## config.mk

```make
export PLATFORM = sky130hd
export DESIGN_NAME = sch_proj
export DESIGN_NICKNAME = d
export VERILOG_FILES = /design/src/hw/rtl/segment_coverage_histogram_macros.svh /design/src/hw/rtl/sch_pkg.sv /design/src/hw/rtl/sch_proj.sv
export SDC_FILE = /design/constraint.sdc
export NUM_CORES = 2
export LEC_CHECK = 0
export BUFFER_PORTS_ARGS = -buffer_cell sky130_fd_sc_hd__buf_2
export CAP_MARGIN = 20
export CORE_UTILIZATION = 34
export CTS_CLUSTER_SIZE = 25
export DETAILED_ROUTE_END_ITERATION = 6
export GPL_ROUTABILITY_DRIVEN = 0
export SYNTH_ARGS = -nofsm -noshare
export SYNTH_HDL_FRONTEND = slang
export SYNTH_SLANG_ARGS = --single-unit
```

## constraint.sdc

```tcl
create_clock -name clk -period 23.8 [get_ports clk]
set_clock_uncertainty 0.05 [all_clocks]
set_input_delay 5.95 -clock clk [delete_from_list [all_inputs] [get_ports clk]]
set_output_delay 5.95 -clock clk [all_outputs]
set_load 0.05 [all_outputs]
```

## src/hw/rtl/segment_coverage_histogram_macros.svh

```systemverilog
// ----------------------------------------------------------------------------
// Segment coverage histogram: assertion macros
// Concurrent assertion helpers clocked on clk and disabled during arst_n.
// ----------------------------------------------------------------------------
`ifndef SEGMENT_COVERAGE_HISTOGRAM_MACROS_SVH
`define SEGMENT_COVERAGE_HISTOGRAM_MACROS_SVH

`ifndef ASSERT_OFF
// antecedent implies consequent in the same cycle
`define SCH_ASSERT_IMP(lbl, ante, cons, msg) \
	lbl: assert property (@(posedge clk) disable iff (!arst_n) (ante) |-> (cons)) \
		else $error(msg);
// antecedent implies consequent in the following cycle
`define SCH_ASSERT_NXT(lbl, ante, cons, msg) \
	lbl: assert property (@(posedge clk) disable iff (!arst_n) (ante) |=> (cons)) \
		else $error(msg);
`else
`define SCH_ASSERT_IMP(lbl, ante, cons, msg)
`define SCH_ASSERT_NXT(lbl, ante, cons, msg)
`endif

`endif

```

## src/hw/rtl/sch_pkg.sv

```systemverilog
// ----------------------------------------------------------------------------
// Segment coverage histogram: shared package
// Sizes, codes and the control bundle of the projection unit.
// ----------------------------------------------------------------------------
package sch_pkg;

	// store geometry
	localparam int MAX_ROWS   = 1024;
	localparam int COUNT_BITS = 16;
	localparam int ROW_W      = $clog2(MAX_ROWS);
	localparam int LIM_W      = $clog2(MAX_ROWS + 1);

	// field widths
	localparam int VAL_W     = 32;
	localparam int ROW_CNT_W = 11;
	localparam int IDX_W     = 10;
	localparam int OUT_W     = 16;
	localparam int ROW_S_W   = VAL_W + 1;

	localparam logic [COUNT_BITS-1:0] COUNT_MAX = '1;

	// item modes
	localparam logic [1:0] MODE_ADD   = 2'd0;
	localparam logic [1:0] MODE_READ  = 2'd1;
	localparam logic [1:0] MODE_CLEAR = 2'd2;

	// register indexes
	localparam logic [1:0] REG_LOW_LIMIT     = 2'd0;
	localparam logic [1:0] REG_ROWS_PER_UNIT = 2'd1;
	localparam logic [1:0] REG_ROW_COUNT     = 2'd2;

	// step enables for the projection unit
	typedef struct packed {
		logic diff_en;
		logic mul_en;
		logic row_en;
	} sch_proj_ctrl_t;

endpackage

```

## src/hw/rtl/sch_proj.sv

```systemverilog
// ----------------------------------------------------------------------------
// Segment coverage histogram: projection unit
// Maps a Q16.16 value to a signed row in three registered steps:
// difference and magnitude, 32x32 multiply, sign restore of the integer part.
// ----------------------------------------------------------------------------
module sch_proj
	import sch_pkg::*;
(
	input  logic                      clk,
	input  sch_proj_ctrl_t            ctrl,
	input  logic [VAL_W-1:0]          operand,
	input  logic [VAL_W-1:0]          low_limit,
	input  logic [VAL_W-1:0]          rows_per_unit,
	output logic signed [ROW_S_W-1:0] row
);

	logic signed [VAL_W:0]       diff;
	logic [VAL_W:0]              mag;
	logic [VAL_W-1:0]            mag_q;
	logic                        neg_q;
	logic                        neg_s2;
	logic [2*VAL_W-1:0]          prod_q;
	logic [ROW_S_W-1:0]          row_mag;
	logic signed [ROW_S_W-1:0]   row_q;

	// exact 33-bit difference; magnitude always fits 32 bits
	always_comb begin
		diff = $signed({operand[VAL_W-1], operand}) - $signed({low_limit[VAL_W-1], low_limit});
		mag  = diff[VAL_W] ? (VAL_W + 1)'(-diff) : (VAL_W + 1)'(diff);
	end

	assign row_mag = {1'b0, prod_q[2*VAL_W-1:VAL_W]};

	always_ff @(posedge clk) begin
		// step 1: magnitude and sign
		if (ctrl.diff_en) begin
			mag_q <= mag[VAL_W-1:0];
			neg_q <= diff[VAL_W];
		end
		// step 2: Q32.32 product
		if (ctrl.mul_en) begin
			prod_q <= (2 * VAL_W)'(mag_q) * (2 * VAL_W)'(rows_per_unit);
			neg_s2 <= neg_q;
		end
		// step 3: truncate toward zero and restore sign
		if (ctrl.row_en) begin
			row_q <= neg_s2 ? -$signed(row_mag) : $signed(row_mag);
		end
	end

	assign row = row_q;

endmodule
```

==> metrics.txt <==
setup violators final=0; Syn Nets=about 5400; total grt overflow=0; vias per cell=4.92; cts bufs inserted=9; I/O pins=133; IO buf count=132; First-pass DRT Iterations=7; critical path type=input port to flip-flop; Total Routing Usage GR=0.191; sequential share of the synthesized area=0.0773; largest net degree at the start of global routing=34; Finished Cell Area=40800 sq um; Mapped Cells=4109; CTS tree=built; Synth cell types=77; Longest Clk Path Bufs=2; most common cell after layout, fill and taps aside=inv_1; H-tree depth=3; Highest Signal Layer=met5; Worst Setup End Kind=flip-flop; commonest cells after routing, fill and taps aside=inv_1, fa_1, and2_1; Clk Latency, worst-skew pair=0.40 ns; Core Area=around 110000 sq um; crit-path most repeated cell=fa_1; share of layout cells above drive strength 1=0.0530; synth top area cells=fa_1, and2_1, ha_1; met3 wire length=5.77 mm; routed length per instance=18.9 um; worst endpoint data arrival time=15.23 ns; top achievable clock speed=0.0665 GHz; Post-synth EDFFs=99; CP max-delay cell=nor4_1; vias=roughly 27000; Synth area leader=fa_1; worst r2r src=mag_q[22]; CTS Root Cell=clkbuf_16; Synth Flop Type=edfxtp_1; top cell type's share of synthesized area=0.466; failing checks=design-rule violations; Starting Density=0.342; HP Start=prod_q[32]; Max-slew headroom=0.266; Met1 Routed Length=between 40 and 50 mm; DP Wirelength=between 70 and 80 mm; drt drc=4; synth warn=0; ANT nets after route=0; synthesis-to-finish area growth=5.96%; post-CTS sizing=0; antenna violations before repair=4; #FFs+latches synth=99; global-route wire length before repair=171 mm; Post-Syn Area per Cell=roughly 9.4 sq um; Post-CTS Setup Inserts=0; CP max FO=32; Placed Area=40400 sq um; FFs w/ async S/R, synth=0; Post-CTS Hold Fix Bufs=0; HP Class=flip-flop to flip-flop; CP Data Required Time=23.98 ns; drt total wl=106 mm; # clock sinks=99; vias in the first global route=between 20000 and 30000; Die H=338 um; Final Hold Fails=0; Critical Path Max Stage Delay=0.95 ns; post-layout min period=15.05 ns; RSZ-0062 raised after global routing=no; nets=5364; max cap viols=0; final setup TNS=0 ns; Clock transition at path regs=0.08 ns; DRT iter0 DRCs=1517; Cell Rows=123; final count of pins violating max slew=0; Setup crit start=rows_per_unit[23]; synthesized area=38500 sq um; crit path launch type=input port; WL met2=53.1 mm; Tightest Pin Transition=1.10 ns; CP top delay family=adder cells; final worst-path cycle share=0.632; status=complete, but fails checks; Buf/Inv on CP=6; Die Wd=338 um; die area=114000 sq um
## layer usage
metal / GRT usage / up-vias
met1: 0.247 / 14410
met5: 0 / -
li1: - / 12092
met3: 0.0240 / 168
met4: 0.0559 / 4
met2: 0.333 / 770
## metrics by stage
stage / cells / hold slack (ns) / worst slack (ns) / util
3_3_place_gp: 5563 / 0.407 / 8.47 / 0.360
2_1_floorplan: 4109 / 0.350 / 10.63 / -
4_1_cts: 5579 / 0.421 / 8.75 / 0.363
3_5_place_dp: 5563 / 0.402 / 8.35 / 0.360
5_1_grt: 5579 / 0.426 / 8.43 / 0.363
6_report: 5581 / 0.410 / 8.75 / 0.363
## cells in the mapped netlist (all sizes together) (20+ instances only)
cell type,count
nand3,20
nor2,43
edfxtp,99
nand2,506
a21oi,82
inv,928
xnor2,87
o21ai,57
ha,294
clkbuf,206
xor2,28
fa,896
a21o,35
and2,599
## sequential cells by signal (all words and copies together), names as in the netlist
register / count
row: 33
mag_q: 32
prod_q: 32
neg_q: 1
neg_s2: 1
## worst reg2reg max path, stage by stage (launching register included)
cell	delay, ns
edfxtp_1	0.33
buf_4	0.46
nand2_1	0.18
fa_1	0.55
fa_1	0.59
fa_1	0.52
fa_1	0.56
inv_1	0.06
fa_1	0.55
fa_1	0.43
fa_1	0.49
inv_1	0.05
fa_1	0.47
inv_1	0.04
ha_1	0.28
nand3_1	0.26
nor4_1	0.95
o21ai_0	0.55
and3_1	0.37
a21oi_1	0.54
a31oi_1	0.24
a221oi_1	0.38
or2_2	0.20
a221o_1	0.17
xor2_1	0.17
## layout make-up
class,instances,area (sq um)
repair buffers,166,916
fillers,11449,71600
diodes,2,5.00
clock buffers,9,225
clock inverters,7,91.3
multi-input cells,2870,31200
well taps,1500,1880
flip-flops and latches,99,2970
inverters,928,3480
## cell families after synthesis
| family | count (synthesis) | share of synthesized area |
|---|---|---|
| DFF | 99 | 0.0773 |
| muxes | 7 | 0.00192 |
| AOI/OAI and AO/OA | 272 | 0.0462 |
| buffers and inverters | 1140 | 0.112 |
| and+or+nand+nor | 1286 | 0.174 |
| adders and majority gates | 1190 | 0.562 |
| xor gates and xnor gates | 115 | 0.0262 |
## worst paths after layout
path | to | slack (ns) | cells past startpoint
max | prod_q[57] | 8.75 | 26
min | row[0] | 0.41 | 0
max reg2reg | prod_q[57] | 14.22 | 24
min reg2reg | row[0] | 0.41 | 0
Power is left out: the tool's default activity adds up to more than one toggle a clock period on the data nets, which glitch-free logic cannot reach.
